$ cat src/hw/rtl/aphc_pkg.sv
`timescale 1ns / 1ps
// ----------------------------------------------------------------------------
// Animation playhead crossfade package
// Shared constants, request codes, controller states and the command and
// status bundles between the controller and the datapath.
// ----------------------------------------------------------------------------
package aphc_pkg;

  // Default sizes of the fixed point fields.
  localparam int TIME_BITS_DEF = 24;
  localparam int FRAC_BITS_DEF = 16;
  localparam int ID_BITS_DEF   = 8;

  // Rates are Q4.12 on a 16 bit register.
  localparam int RATE_FRAC = 12;
  localparam int RATE_W    = 16;
  localparam int REQ_W     = 3;

  // Request codes.
  localparam logic [REQ_W-1:0] REQ_TICK  = 3'd0;
  localparam logic [REQ_W-1:0] REQ_START = 3'd1;
  localparam logic [REQ_W-1:0] REQ_QUEUE = 3'd2;
  localparam logic [REQ_W-1:0] REQ_PLAY  = 3'd3;
  localparam logic [REQ_W-1:0] REQ_PAUSE = 3'd4;
  localparam logic [REQ_W-1:0] REQ_STOP  = 3'd5;
  localparam logic [REQ_W-1:0] REQ_SEEK  = 3'd6;

  // Configuration register indexes.
  localparam logic CFG_PLAY_RATE = 1'b0;
  localparam logic CFG_LOOP_MODE = 1'b1;

  // Divider operand select.
  localparam logic SEL_CUR = 1'b0;
  localparam logic SEL_NXT = 1'b1;

  typedef enum logic [3:0] {
    ST_IDLE,
    ST_MUL,
    ST_SUM,
    ST_CUR_START,
    ST_CUR_DIV,
    ST_NXT_START,
    ST_NXT_DIV,
    ST_COMMIT
  } state_t;

  typedef struct packed {
    logic load;
    logic mul;
    logic sum;
    logic div_start;
    logic div_sel;
    logic div_step;
    logic commit;
  } cmd_t;

  typedef struct packed {
    logic need_div;
    logic div_done;
    logic out_busy;
  } sts_t;

endpackage

$ cat src/hw/rtl/animation_playhead_crossfade_core.sv
`timescale 1ns / 1ps
// ----------------------------------------------------------------------------
// Animation playhead crossfade core
// Keeps the playhead of a current and a crossfading next sequence.
// ----------------------------------------------------------------------------
// Usage:
//   Requests arrive on the s_ stream: s_tuser carries the request code and
//   s_tdata the delta or seek time, sequence length, id and blend rate.
//   Every request yields one status transfer on the m_ stream.
//   Tick and seek requests pass through the restoring modulo unit that is
//   shared by the current and the next playhead, one bit a cycle; other
//   requests skip it. One request is in flight at a time; the next one is
//   accepted once the core returns to idle after its commit step. The result
//   sits in an output register; a stalled receiver holds the core in its
//   commit step until the pending transfer completes.
//   Synchronous reset clears all playheads and flags and sets play_rate to one
//   and loop_mode to clamp. The user must write configuration through cfg_wr_en,
//   cfg_addr and cfg_wdata only while idle; the core does not enforce this.
// ----------------------------------------------------------------------------
module animation_playhead_crossfade_core import aphc_pkg::*; #(
  parameter int TIME_BITS = TIME_BITS_DEF,
  parameter int FRAC_BITS = FRAC_BITS_DEF,
  parameter int ID_BITS   = ID_BITS_DEF,
  localparam int IN_RAW   = (TIME_BITS + 1) + TIME_BITS + ID_BITS + RATE_W,
  localparam int IN_W     = ((IN_RAW + 7) / 8) * 8,
  localparam int OUT_RAW  = 2 * TIME_BITS + FRAC_BITS + 1 + ID_BITS + 2,
  localparam int OUT_W    = ((OUT_RAW + 7) / 8) * 8
) (
  input  logic               clk,
  input  logic               rst,
  input  logic               cfg_wr_en,
  input  logic               cfg_addr,
  input  logic [RATE_W-1:0]  cfg_wdata,
  input  logic               s_tvalid,
  output logic               s_tready,
  // time_value, seq_length, seq_id, blend_rate
  input  logic [IN_W-1:0]    s_tdata,
  // req_type
  input  logic [REQ_W-1:0]   s_tuser,
  output logic               m_tvalid,
  input  logic               m_tready,
  // current_time, next_time, blend_weight, active_id, is_playing, is_blending
  output logic [OUT_W-1:0]   m_tdata
);

  localparam int TB = TIME_BITS;

  cmd_t cmd;
  sts_t sts;

  logic [TB-1:0]      o_cur, o_nxt;
  logic [FRAC_BITS:0] o_blend;
  logic [ID_BITS-1:0] o_id;
  logic               o_play, o_fade;

  aphc_ctrl u_ctrl (
    .clk      (clk),
    .rst      (rst),
    .in_valid (s_tvalid),
    .in_ready (s_tready),
    .sts      (sts),
    .cmd      (cmd)
  );

  aphc_dp #(
    .TIME_BITS (TIME_BITS),
    .FRAC_BITS (FRAC_BITS),
    .ID_BITS   (ID_BITS)
  ) u_dp (
    .clk       (clk),
    .rst       (rst),
    .cfg_wr_en (cfg_wr_en),
    .cfg_addr  (cfg_addr),
    .cfg_wdata (cfg_wdata),
    .in_req    (s_tuser),
    .in_tv     (s_tdata[TB:0]),
    .in_len    (s_tdata[TB+1 +: TB]),
    .in_id     (s_tdata[2*TB+1 +: ID_BITS]),
    .in_brate  (s_tdata[2*TB+1+ID_BITS +: RATE_W]),
    .cmd       (cmd),
    .sts       (sts),
    .out_ready (m_tready),
    .out_valid (m_tvalid),
    .out_cur   (o_cur),
    .out_nxt   (o_nxt),
    .out_blend (o_blend),
    .out_id    (o_id),
    .out_play  (o_play),
    .out_fade  (o_fade)
  );

  // Pack the result fields, lowest first, padded to whole bytes.
  assign m_tdata = {{(OUT_W-OUT_RAW){1'b0}}, o_fade, o_play, o_id, o_blend, o_nxt, o_cur};

endmodule

$ cat src/hw/rtl/aphc_ctrl.sv
`timescale 1ns / 1ps
// ----------------------------------------------------------------------------
// Animation playhead controller
// Sequences one request through multiply, sum, two modulo passes for ticks and seeks, and commit.
// ----------------------------------------------------------------------------
module aphc_ctrl import aphc_pkg::*; (
  input  logic clk,
  input  logic rst,
  input  logic in_valid,
  output logic in_ready,
  input  sts_t sts,
  output cmd_t cmd
);

  state_t state, state_next;

  // State register.
  always_ff @(posedge clk) begin
    if (rst) begin
      state <= ST_IDLE;
    end else begin
      state <= state_next;
    end
  end

  // Next state.
  always_comb begin
    state_next = state;
    unique case (state)
      ST_IDLE:      if (in_valid) state_next = ST_MUL;
      ST_MUL:       state_next = ST_SUM;
      ST_SUM:       state_next = sts.need_div ? ST_CUR_START : ST_COMMIT;
      ST_CUR_START: state_next = ST_CUR_DIV;
      ST_CUR_DIV:   if (sts.div_done) state_next = ST_NXT_START;
      ST_NXT_START: state_next = ST_NXT_DIV;
      ST_NXT_DIV:   if (sts.div_done) state_next = ST_COMMIT;
      ST_COMMIT:    if (!sts.out_busy) state_next = ST_IDLE;
      default:      state_next = ST_IDLE;
    endcase
  end

  // Outputs.
  always_comb begin
    cmd      = '0;
    in_ready = 1'b0;
    unique case (state)
      ST_IDLE: begin
        in_ready = 1'b1;
        cmd.load = in_valid;
      end
      ST_MUL:       cmd.mul = 1'b1;
      ST_SUM:       cmd.sum = 1'b1;
      ST_CUR_START: begin
        cmd.div_start = 1'b1;
        cmd.div_sel   = SEL_CUR;
      end
      ST_CUR_DIV:   cmd.div_step = 1'b1;
      ST_NXT_START: begin
        cmd.div_start = 1'b1;
        cmd.div_sel   = SEL_NXT;
      end
      ST_NXT_DIV:   cmd.div_step = 1'b1;
      ST_COMMIT:    cmd.commit = !sts.out_busy;
      default:      cmd = '0;
    endcase
  end

endmodule

$ cat src/hw/rtl/aphc_dp.sv
`timescale 1ns / 1ps
// ----------------------------------------------------------------------------
// Animation playhead datapath
// Holds configuration and playhead state, the rate multipliers, a shared
// restoring modulo unit and the output register.
// ----------------------------------------------------------------------------
module aphc_dp import aphc_pkg::*; #(
  parameter int TIME_BITS = TIME_BITS_DEF,
  parameter int FRAC_BITS = FRAC_BITS_DEF,
  parameter int ID_BITS   = ID_BITS_DEF
) (
  input  logic                          clk,
  input  logic                          rst,
  input  logic                          cfg_wr_en,
  input  logic                          cfg_addr,
  input  logic [RATE_W-1:0]             cfg_wdata,
  input  logic [REQ_W-1:0]              in_req,
  input  logic signed [TIME_BITS:0]     in_tv,
  input  logic [TIME_BITS-1:0]          in_len,
  input  logic [ID_BITS-1:0]            in_id,
  input  logic [RATE_W-1:0]             in_brate,
  input  cmd_t                          cmd,
  output sts_t                          sts,
  input  logic                          out_ready,
  output logic                          out_valid,
  output logic [TIME_BITS-1:0]          out_cur,
  output logic [TIME_BITS-1:0]          out_nxt,
  output logic [FRAC_BITS:0]            out_blend,
  output logic [ID_BITS-1:0]            out_id,
  output logic                          out_play,
  output logic                          out_fade
);

  localparam int TB  = TIME_BITS;
  localparam int PW  = TB + 1 + RATE_W;        // delta * play_rate
  localparam int AW  = PW - RATE_FRAC;         // advance
  localparam int PW2 = TB + 2 + RATE_W;        // delta * fade speed
  localparam int SPW = PW2 - RATE_FRAC;        // blend step
  localparam int SW  = AW + 1;                 // time sums
  localparam int BW  = SPW + 1;                // blend sum
  localparam int BLW = FRAC_BITS + 1;
  localparam int CW  = $clog2(SW);
  localparam logic [BW-1:0] BONE = {{(BW-BLW){1'b0}}, 1'b1, {FRAC_BITS{1'b0}}};

  // Configuration.
  logic signed [RATE_W-1:0] play_rate;
  logic                     loop_mode;

  always_ff @(posedge clk) begin
    if (rst) begin
      play_rate <= RATE_W'(4096);
      loop_mode <= 1'b0;
    end else if (cfg_wr_en) begin
      unique case (cfg_addr)
        CFG_PLAY_RATE: play_rate <= cfg_wdata;
        CFG_LOOP_MODE: loop_mode <= cfg_wdata[0];
        default:       loop_mode <= loop_mode;
      endcase
    end
  end

  // Playhead state.
  logic [TB-1:0]      cur_time, nxt_time, cur_len, nxt_len;
  logic [BLW-1:0]     blend_acc;
  logic [RATE_W-1:0]  fade_speed;
  logic [ID_BITS-1:0] cur_ident, nxt_ident;
  logic               f_cur, f_nxt, f_play;

  // Latched request.
  logic [REQ_W-1:0]   req_r;
  logic signed [TB:0] tv_r;
  logic [TB-1:0]      len_r;
  logic [ID_BITS-1:0] id_r;
  logic [RATE_W-1:0]  brate_r;

  always_ff @(posedge clk) begin
    if (cmd.load) begin
      req_r   <= in_req;
      tv_r    <= in_tv;
      len_r   <= in_len;
      id_r    <= in_id;
      brate_r <= in_brate;
    end
  end

  // Multiply stage: floor of the products scaled down by the rate fraction.
  logic signed [PW-1:0]  prod_adv;
  logic signed [PW2-1:0] prod_step;
  logic signed [AW-1:0]  adv_r;
  logic signed [SPW-1:0] step_r;

  assign prod_adv  = tv_r * play_rate;
  assign prod_step = tv_r * $signed({1'b0, fade_speed});

  always_ff @(posedge clk) begin
    if (cmd.mul) begin
      adv_r  <= prod_adv[RATE_FRAC +: AW];
      step_r <= prod_step[RATE_FRAC +: SPW];
    end
  end

  // Sum stage: exact sums before any wrap or clamp.
  logic signed [SW-1:0] tcur_r, tnxt_r, tseek;
  logic signed [BW-1:0] bsum_r;

  assign tseek = {{(SW-TB-1){tv_r[TB]}}, tv_r};

  always_ff @(posedge clk) begin
    if (cmd.sum) begin
      tcur_r <= $signed({{(SW-TB){1'b0}}, cur_time}) + $signed({adv_r[AW-1], adv_r});
      tnxt_r <= $signed({{(SW-TB){1'b0}}, nxt_time}) + $signed({adv_r[AW-1], adv_r});
      bsum_r <= $signed({{(BW-BLW){1'b0}}, blend_acc}) + $signed({step_r[SPW-1], step_r});
    end
  end

  // Shared restoring modulo unit, one quotient bit per cycle.
  logic [SW-1:0]   mag;
  logic [TB:0]     rem;
  logic [TB-1:0]   dlen;
  logic            dneg, dsel;
  logic [CW-1:0]   cnt;
  logic [TB-1:0]   wrap_cur, wrap_nxt;
  logic signed [SW-1:0] dop;
  logic [TB:0]     rshift, rem_new;
  logic [TB-1:0]   wrap_res;

  assign dop     = (req_r == REQ_SEEK) ? tseek : ((cmd.div_sel == SEL_CUR) ? tcur_r : tnxt_r);
  assign rshift  = {rem[TB-1:0], mag[SW-1]};
  assign rem_new = (rshift >= {1'b0, dlen}) ? rshift - {1'b0, dlen} : rshift;
  assign wrap_res = (dneg && (rem_new != '0)) ? dlen - rem_new[TB-1:0] : rem_new[TB-1:0];

  always_ff @(posedge clk) begin
    if (cmd.div_start) begin
      mag  <= dop[SW-1] ? SW'(-dop) : SW'(dop);
      dneg <= dop[SW-1];
      rem  <= '0;
      cnt  <= '0;
      dsel <= cmd.div_sel;
      dlen <= (cmd.div_sel == SEL_CUR) ? cur_len : nxt_len;
    end else if (cmd.div_step) begin
      mag <= {mag[SW-2:0], 1'b0};
      rem <= rem_new;
      cnt <= cnt + CW'(1);
      if (cnt == CW'(SW-1)) begin
        if (dsel == SEL_CUR) wrap_cur <= wrap_res;
        else wrap_nxt <= wrap_res;
      end
    end
  end

  assign sts.need_div = (req_r == REQ_TICK) || (req_r == REQ_SEEK);
  assign sts.div_done = cmd.div_step && (cnt == CW'(SW-1));
  assign sts.out_busy = out_valid && !out_ready;

  // Clamp a signed time into the range from zero to the length.
  function automatic logic [TB-1:0] clamp_t(input logic signed [SW-1:0] t,
                                            input logic [TB-1:0] len);
    if (t < 0) return '0;
    if (t > $signed({{(SW-TB){1'b0}}, len})) return len;
    return t[TB-1:0];
  endfunction

  // Next state of the playhead, per request.
  logic [TB-1:0]      cur_time_next, nxt_time_next, cur_len_next, nxt_len_next;
  logic [BLW-1:0]     blend_acc_next;
  logic [RATE_W-1:0]  fade_speed_next;
  logic [ID_BITS-1:0] cur_ident_next, nxt_ident_next;
  logic               f_cur_next, f_nxt_next, f_play_next;
  logic [TB-1:0]      ct, nt;
  logic [BLW-1:0]     bc;

  always_comb begin
    cur_time_next   = cur_time;
    nxt_time_next   = nxt_time;
    cur_len_next    = cur_len;
    nxt_len_next    = nxt_len;
    blend_acc_next  = blend_acc;
    fade_speed_next = fade_speed;
    cur_ident_next  = cur_ident;
    nxt_ident_next  = nxt_ident;
    f_cur_next      = f_cur;
    f_nxt_next      = f_nxt;
    f_play_next     = f_play;
    ct = '0;
    nt = '0;
    bc = '0;
    unique case (req_r)
      REQ_TICK: begin
        if (f_play && f_cur) begin
          if (loop_mode && (cur_len != '0)) begin
            ct = wrap_cur;
          end else begin
            ct = clamp_t(tcur_r, cur_len);
            if ((!play_rate[RATE_W-1] && (ct >= cur_len)) ||
                (play_rate[RATE_W-1] && (ct == '0)))
              f_play_next = 1'b0;
          end
          cur_time_next = ct;
          if (f_nxt) begin
            nt = (nxt_len != '0) ? wrap_nxt : '0;
            if (bsum_r < 0) bc = '0;
            else if (bsum_r >= $signed(BONE)) bc = BONE[BLW-1:0];
            else bc = bsum_r[BLW-1:0];
            if (bc == BONE[BLW-1:0]) begin
              cur_ident_next = nxt_ident;
              cur_len_next   = nxt_len;
              cur_time_next  = nt;
              f_nxt_next     = 1'b0;
              nxt_time_next  = '0;
              blend_acc_next = '0;
            end else begin
              nxt_time_next  = nt;
              blend_acc_next = bc;
            end
          end
        end
      end
      REQ_START: begin
        cur_ident_next = id_r;
        cur_len_next   = len_r;
        cur_time_next  = '0;
        f_cur_next     = 1'b1;
        f_play_next    = 1'b1;
        f_nxt_next     = 1'b0;
        nxt_time_next  = '0;
        blend_acc_next = '0;
      end
      REQ_QUEUE: begin
        if (!(f_cur && (id_r == cur_ident))) begin
          nxt_ident_next  = id_r;
          nxt_len_next    = len_r;
          nxt_time_next   = '0;
          blend_acc_next  = '0;
          fade_speed_next = brate_r;
          f_nxt_next      = 1'b1;
        end
      end
      REQ_PLAY:  if (f_cur) f_play_next = 1'b1;
      REQ_PAUSE: f_play_next = 1'b0;
      REQ_STOP: begin
        cur_time_next  = '0;
        nxt_time_next  = '0;
        blend_acc_next = '0;
        f_nxt_next     = 1'b0;
        f_play_next    = 1'b0;
      end
      REQ_SEEK: begin
        if (f_cur && (cur_len != '0))
          cur_time_next = loop_mode ? wrap_cur : clamp_t(tseek, cur_len);
        else
          cur_time_next = '0;
        if (f_nxt && (nxt_len != '0))
          nxt_time_next = loop_mode ? wrap_nxt : clamp_t(tseek, nxt_len);
        else
          nxt_time_next = '0;
      end
      default: f_play_next = f_play;
    endcase
  end

  // State update on commit.
  always_ff @(posedge clk) begin
    if (rst) begin
      cur_time   <= '0;
      nxt_time   <= '0;
      cur_len    <= '0;
      nxt_len    <= '0;
      blend_acc  <= '0;
      fade_speed <= '0;
      cur_ident  <= '0;
      nxt_ident  <= '0;
      f_cur      <= 1'b0;
      f_nxt      <= 1'b0;
      f_play     <= 1'b0;
    end else if (cmd.commit) begin
      cur_time   <= cur_time_next;
      nxt_time   <= nxt_time_next;
      cur_len    <= cur_len_next;
      nxt_len    <= nxt_len_next;
      blend_acc  <= blend_acc_next;
      fade_speed <= fade_speed_next;
      cur_ident  <= cur_ident_next;
      nxt_ident  <= nxt_ident_next;
      f_cur      <= f_cur_next;
      f_nxt      <= f_nxt_next;
      f_play     <= f_play_next;
    end
  end

  // Output register, held until the transfer completes.
  always_ff @(posedge clk) begin
    if (rst) begin
      out_valid <= 1'b0;
    end else if (cmd.commit) begin
      out_valid <= 1'b1;
    end else if (out_ready) begin
      out_valid <= 1'b0;
    end
  end

  always_ff @(posedge clk) begin
    if (cmd.commit) begin
      out_cur   <= cur_time_next;
      out_nxt   <= nxt_time_next;
      out_blend <= blend_acc_next;
      out_id    <= cur_ident_next;
      out_play  <= f_play_next;
      out_fade  <= f_nxt_next;
    end
  end

endmodule

$ cat config.mk
export PLATFORM = sky130hd
export DESIGN_NAME = animation_playhead_crossfade_core
export DESIGN_NICKNAME = d
export VERILOG_FILES = /design/src/hw/rtl/aphc_pkg.sv /design/src/hw/rtl/animation_playhead_crossfade_core.sv /design/src/hw/rtl/aphc_ctrl.sv /design/src/hw/rtl/aphc_dp.sv
export SDC_FILE = /design/constraint.sdc
export NUM_CORES = 2
export LEC_CHECK = 0
export BUFFER_PORTS_ARGS = -buffer_cell sky130_fd_sc_hd__buf_4
export CAP_MARGIN = 20
export CELL_PAD_IN_SITES_DETAIL_PLACEMENT = 1
export CELL_PAD_IN_SITES_GLOBAL_PLACEMENT = 2
export CORE_MARGIN = 10
export CORE_UTILIZATION = 35
export DETAILED_ROUTE_END_ITERATION = 10
export GPL_ROUTABILITY_DRIVEN = 0
export GPL_TIMING_DRIVEN = 0
export PLACE_DENSITY = 0.82
export RECOVER_POWER = 50
export SKIP_CTS_REPAIR_TIMING = 1
export SYNTH_ARGS = -nofsm -noshare
export SYNTH_HDL_FRONTEND = slang
export SYNTH_SLANG_ARGS = --single-unit
$ cat constraint.sdc
create_clock -name clk -period 11.4 [get_ports clk]
set_input_delay 0 -clock clk [delete_from_list [all_inputs] [get_ports clk]]
set_output_delay 0 -clock clk [all_outputs]
set_load 0.02 [all_outputs]
=== Yosys cells after proc, flatten, opt, wreduce, memory -nomap -nowiden ===
Cells that the tools add are included.

* Register bits after elaboration: 604
* Bits of input ports: 105
* Output and inout port bits: 82
* Logic and storage cells: 221

* Order comparisons: 9
* Multiplexer cells: 102
* Multipliers: 2
* Bitwise operators: 4
* Add/sub/neg operators: 7
* Reductions and logical operators: 35
* Equality and inequality tests: 23

{| class="wikitable"
|+ Operators with widths
! kind !! count
|-
| 2-to-1 mux 24 bit || 32
|-
| 2-to-1 mux 17 bit || 9
|-
| 2-to-1 mux 30 bit || 5
|-
| one-hot mux 24 bit (4 select lines) || 1
|-
| one-hot mux 24 bit (3 select lines) || 1
|-
| adder 25 x 29 -> 30 bit || 2
|-
| one-hot mux 17 bit (3 select lines) || 1
|-
| greater-than comparator 25 bit || 2
|-
| one-hot mux 24 bit (2 select lines) || 1
|-
| nonzero test 24 bit || 2
|-
| multiplier 25 x 17 -> 42 bit || 1
|-
| multiplier 25 x 16 -> 41 bit || 1
|-
| 2-to-1 mux 1 bit || 38
|-
| one-hot mux 4 bit (8 select lines) || 1
|-
| adder 18 x 30 -> 31 bit || 1
|-
| greater-or-equal comparator 31 x 18 -> 1 bit (second input constant) || 1
|-
| less-than comparator 31 x 1 -> 1 bit (second input constant) || 1
|-
| greater-than comparator 30 x 25 -> 1 bit || 1
|-
| less-than comparator 30 x 1 -> 1 bit (second input constant) || 1
|-
| negator 30 bit || 1
|-
| greater-or-equal comparator 25 x 24 -> 1 bit || 1
|-
| less-than comparator 25 x 1 -> 1 bit (second input constant) || 1
|-
| 2-to-1 mux 25 bit || 1
|-
| nonzero test 25 bit || 1
|-
| other kinds (35) || 75
|}

=== Depth between registers and ports, before layout ===
* Depth in word-level cells: 21
* Depth in mapped cells: 27
* Depth with buffers taken out: 25

=== Hierarchy ===
From an unflattened synthesis, not the netlist that was laid out.

* Cells, all modules: 6,465
* Area total of the unflattened synthesis: 60,973.5 µm²

{| class="wikitable"
|+ By module, submodules not included
! module !! area each (µm²) !! times used !! sequential area each (µm²) !! cells an instance
|-
| aphc_dp || 60,579.4 || 1 || 16,065.4 || 6,420
|-
| aphc_ctrl || 337.8 || 1 || 60.1 || 37
|-
| animation_playhead_crossfade_core || 56.3 || 1 || 0.0 || 8
|}

=== Least setup slack after synthesis ===
OpenSTA, ideal clock, no wires.

* Path type: reg2reg
* Start: register u_ctrl.state[0]
* End: register u_dp.bsum_r[0] (enable)
* Cell stages (with the launch flop): 4
* Data required time: 10.729 ns
* Path slack: 3.463 ns
* Buffers on the path: 2
* Arrival time: 7.266 ns
* Setup time: 0.671 ns
* Clock period less this slack: 7.937 ns
* Cell sequence: dfxtp_1 clkbuf_1 clkbuf_1 nor3b_1

* Longest elaborated chain between the ends: 2

{| class="wikitable"
|+ RTL lines
! item !! RTL line !! source
|-
| start, declared || aphc_ctrl.sv:15 || <nowiki>state_t state, state_next;</nowiki>
|-
| start signal, assigned || aphc_ctrl.sv:22 || <nowiki>state <= state_next;</nowiki>
|-
| == test 4 x 2 -> 1 bit || aphc_ctrl.sv:46 || <nowiki>unique case (state)</nowiki>
|-
| 2-to-1 mux 1 bit || aphc_ctrl.sv:46 ||
|-
| end signal, assigned || aphc_dp.sv:112 || <nowiki>bsum_r <= $signed({{(BW-BLW){1'b0}}, blend_acc}) + $signed({step_r[SPW-1], step_r});</nowiki>
|-
| end, declared || aphc_dp.sv:104 || <nowiki>logic signed [BW-1:0] bsum_r;</nowiki>
|}

Every way passes these cells.
A chain may end at the register's enable or synchronous reset.

=== Worst setup path in the final report ===
* Start: register u_dp.tv_r[0]
* End: register u_dp.adv_r[28] (data pin)

* Longest elaborated chain between the ends: 1

{| class="wikitable"
|+ RTL lines
! item !! RTL line !! source
|-
| start, declared || aphc_dp.sv:71 || <nowiki>logic signed [TB:0] tv_r;</nowiki>
|-
| start signal, assigned || aphc_dp.sv:79 || <nowiki>tv_r <= in_tv;</nowiki>
|-
| multiplier 25 x 16 -> 41 bit || aphc_dp.sv:92 || <nowiki>assign prod_adv = tv_r * play_rate;</nowiki>
|-
| named net u_dp.prod_adv[40] || aphc_dp.sv:87 || <nowiki>logic signed [PW-1:0] prod_adv;</nowiki>
|-
| end signal, assigned || aphc_dp.sv:97 || <nowiki>adv_r <= prod_adv[RATE_FRAC +: AW];</nowiki>
|-
| end, declared || aphc_dp.sv:89 || <nowiki>logic signed [AW-1:0] adv_r;</nowiki>
|}

The timed path passes the listed nets, and every way through them passes these cells.

==> flow_summary.toml <==
[critical_path]
crit_chain = "buf_1 -> clkbuf_1 -> inv_1 -> nand2_1 -> fa_1 -> fa_1 -> inv_1 -> fa_1 -> inv_1 -> fa_1 -> fa_1 -> inv_1 -> fa_1 -> ha_1 -> a21o_1 -> a21o_1 -> a211o_1 -> a21o_1 -> a211o_1 -> a31oi_1 -> o21ai_0 -> o21a_1 -> nor2_1 -> xnor2_1"
critPathMostFrequentCell = "fa_1"
crit_buf_inv = 6
cp-start-kind = "flip-flop"
path_class = "reg2reg"
cp_data_arrival_time_ns = 9.31
critical_path.max_fanout = 10
end_kind = "flip-flop"
cpMaxStageDelayCell = "edfxtp_1"
crit_path_max_incr_delay_ns = 0.89
required_ns = 11.84
critPathTopFamily = "adder cells"

[grt]
gr-total-overflow = 0
grt_pass1_vias = 53927
antenna_found_initial = 22
grt_pass1_wl_um = 357800
grt_usage = 0.2485
grt_max_degree = 63

[sta]
slew_viol_final = 86
worst_slew_pin_slew_ns = 4.015
finalHoldViolations = 0
min_period_ns = 8.872
finalSetupViolCount = 0
fin_tns_setup_ns = 0
holdWs_ns = 0.04240
clock.fmax_mhz = 112.7
fin_crit_sh = 0.7782
max_slew_margin = -1.677
finalClockSkew_ns = 0.08033
rsz0062_at_grt = "no"

[logic_synthesis]
yosys-top-cells-area = "fa_1 26%, edfxtp_1 20%, ha_1 8.3%"
ys_seq_area_frac = 0.2638
synth_top_area_frac = 0.2557
synth-edff-count = 405
yosysWarnings = 0
synth_area_leader_cell = "fa_1"
syn_inst = 6533
async_reset_ff_frac = 0
ys.flop_type = "edfxtp_1"
syn-cell-area_um2 = 61140
yosys.cell_types.count = 89
avgSynthCellArea_um2 = 9.358
ys_seq_elements = 603

[clock_tree]
clock_sinks = 603
clock_path_buffers = 3
cts_tree = "yes"
htree_num_levels = 3
clockRootBuffer = "clkbuf_16"
path_clk_slew_ns = 0.07
numCtsBuffers = 74
insertion_delay_ns = 0.74

[layout]
drive_above_1_share = 0.04485
fillerInstances = 20268
finish.utilization = 0.3980
nNetsFinal = 8235
multi_input_area_um2 = 39820
area_delta_synth_final_pct = 13.14
register_area_um2 = 16130

[floorplan]
io_pins = 187
coreArea_um2 = 173800
initial_core_util = 0.3517
rows = 153
dieHeight_um = 437.9
die-area_um2 = 191800
chipWidth_um = 437.9

[pwr]
internal-power_w = 0.006975
pwr-share-seq = 0.279
ir_drop_mv = 0.1566
power.switching_fraction = 0.4535
switching_power_w = 0.005787
leakage_nw = 28.74
combPwrFrac = 0.517
p_per_area_nw_per_um2 = 184.5
p_clk_frac = 0.204

[drt]
drc = 0
avgRoutedWirePerCell_um = 26.28
vias = 50607
post_drt_via_cell_ratio = 5.421
wirelength_um = 245400
first_pass_iters = 7
drt_iter0_markers = 4021
ant_nets = 0

[min_path]
hold_path.class = "in2reg"

[run_status]
run_status = "complete, but fails checks"
violations = "capacitance limit, slew limit"

[flow_run]
maxCapViolCount = 4

[placement]
port_buffers = 173
hpwl_um = 200500
## final cells by class
cell class | count | area share
multi-input cells | 4572 | 0.5757
flip-flops and latches | 603 | 0.2331
inverters | 1019 | 0.05529
well taps | 2325 | 0.04205
repair buffers | 328 | 0.03590
clock buffers | 92 | 0.02878
plain buffers | 343 | 0.01990
clock inverters | 44 | 0.008917
diodes | 10 | 0.0003618
## path summary, 6_finish.rpt
check	from	slack, ns	cells after the start	endpoint
max	u_dp.tv_r[0]	2.53	24	u_dp.adv_r[28]
min	s_tdata[20]	0.04	2	u_dp.tv_r[20]
max reg2reg	u_dp.tv_r[0]	2.53	24	u_dp.adv_r[28]
min reg2reg	u_dp.nxt_ident[6]	0.47	2	u_dp.nxt_ident[6]
## cells in the mapped netlist, drive strengths merged (33+ instances only)
| cell type | number |
|---|---|
| nor2 | 260 |
| a21boi | 36 |
| clkbuf | 305 |
| nand2b | 37 |
| o21ai | 255 |
| mux2i | 90 |
| a21o | 84 |
| xor2 | 90 |
| nand2 | 1010 |
| and3 | 33 |
| and2 | 331 |
| buf | 38 |
| nor2b | 33 |
| nor3 | 50 |
| edfxtp | 405 |
| ha | 408 |
| dfxtp | 198 |
| a21oi | 320 |
| inv | 1018 |
| fa | 781 |
| o21a | 40 |
| a211oi | 56 |
| a31oi | 33 |
| xnor2 | 136 |
| a22oi | 40 |
| nand3 | 94 |
## power by group through the flow
stage                     Clock (W)  Combinational, W  Sequential, W
final                       0.00260           0.00660        0.00356
after global routing        0.00272           0.00726        0.00358
after detailed placement          0           0.00650        0.00358
after floorplan                   0           0.00429        0.00335
after global placement            0           0.00617        0.00365
after CTS                   0.00264           0.00655        0.00354
## cell usage in the layout (no fill, tap or decap), types with 37 or more instances in the layout
master / count
nand2_1: 1008
clkbuf_4: 61
xor2_1: 90
o21a_1: 39
nor2_1: 260
mux2i_1: 90
nand2b_1: 37
dfxtp_1: 198
inv_1: 1016
edfxtp_1: 405
clkbuf_1: 429
ha_1: 408
clkbuf_16: 75
nor3_1: 50
nand3_1: 94
fa_1: 781
o21ai_0: 233
a21oi_1: 319
a21o_1: 84
a211oi_1: 52
a22oi_1: 40
dlygate4sd3_1: 119
xnor2_1: 136
and2_1: 328
## sequential cells by signal (all words and copies together) (netlist names), 25 cells and up
signal	count
u_dp.bsum_r	31
u_dp.tv_r	25
u_dp.adv_r	29
u_dp.step_r	30
u_dp.tcur_r	30
u_dp.tnxt_r	30
u_dp.mag	30
## routing by layer
metal  GRT usage  part of all wire  vias up
li1            -                 -    22050
met1      0.3044              0.39    26046
met2      0.4101              0.47     1896
met3     0.04506             0.067      609
met4      0.1433             0.072        6
met5           0           0.00015        -
## metrics by stage
step | cells | setup slack [ns] | cell area, µm² | power (W)
after CTS | 9204 | 2.621 | 68470 | 0.01272
after detailed placement | 9068 | 2.628 | 65860 | 0.01008
after global routing | 9327 | 2.342 | 69150 | 0.01356
after global placement | 9035 | -1.396 | 65360 | 0.009812
final | 9336 | 2.528 | 69170 | 0.01276
after floorplan | 6537 | 3.463 | 61150 | 0.007638
## worst reg2reg max path, stage by stage (launching register included)
cell	delay [ns]
edfxtp_1	0.89
buf_1	0.67
clkbuf_1	0.68
inv_1	0.45
nand2_1	0.20
fa_1	0.50
fa_1	0.52
inv_1	0.06
fa_1	0.49
inv_1	0.05
fa_1	0.38
fa_1	0.51
inv_1	0.05
fa_1	0.49
ha_1	0.37
a21o_1	0.18
a21o_1	0.17
a211o_1	0.31
a21o_1	0.26
a211o_1	0.39
a31oi_1	0.33
o21ai_0	0.24
o21a_1	0.23
nor2_1	0.11
xnor2_1	0.10
## cell families after synthesis
logic type,after synthesis,share of synthesized area
fa+ha+maj,1189,0.3392
simple gates,1969,0.1479
xor+xnor,226,0.03238
mux,118,0.01989
other cells,1,0.00006134
flops,603,0.2638
buf+inv,1362,0.08501
compound gates,1065,0.1117
No activity file was read; power rests on OpenSTA's default activity.
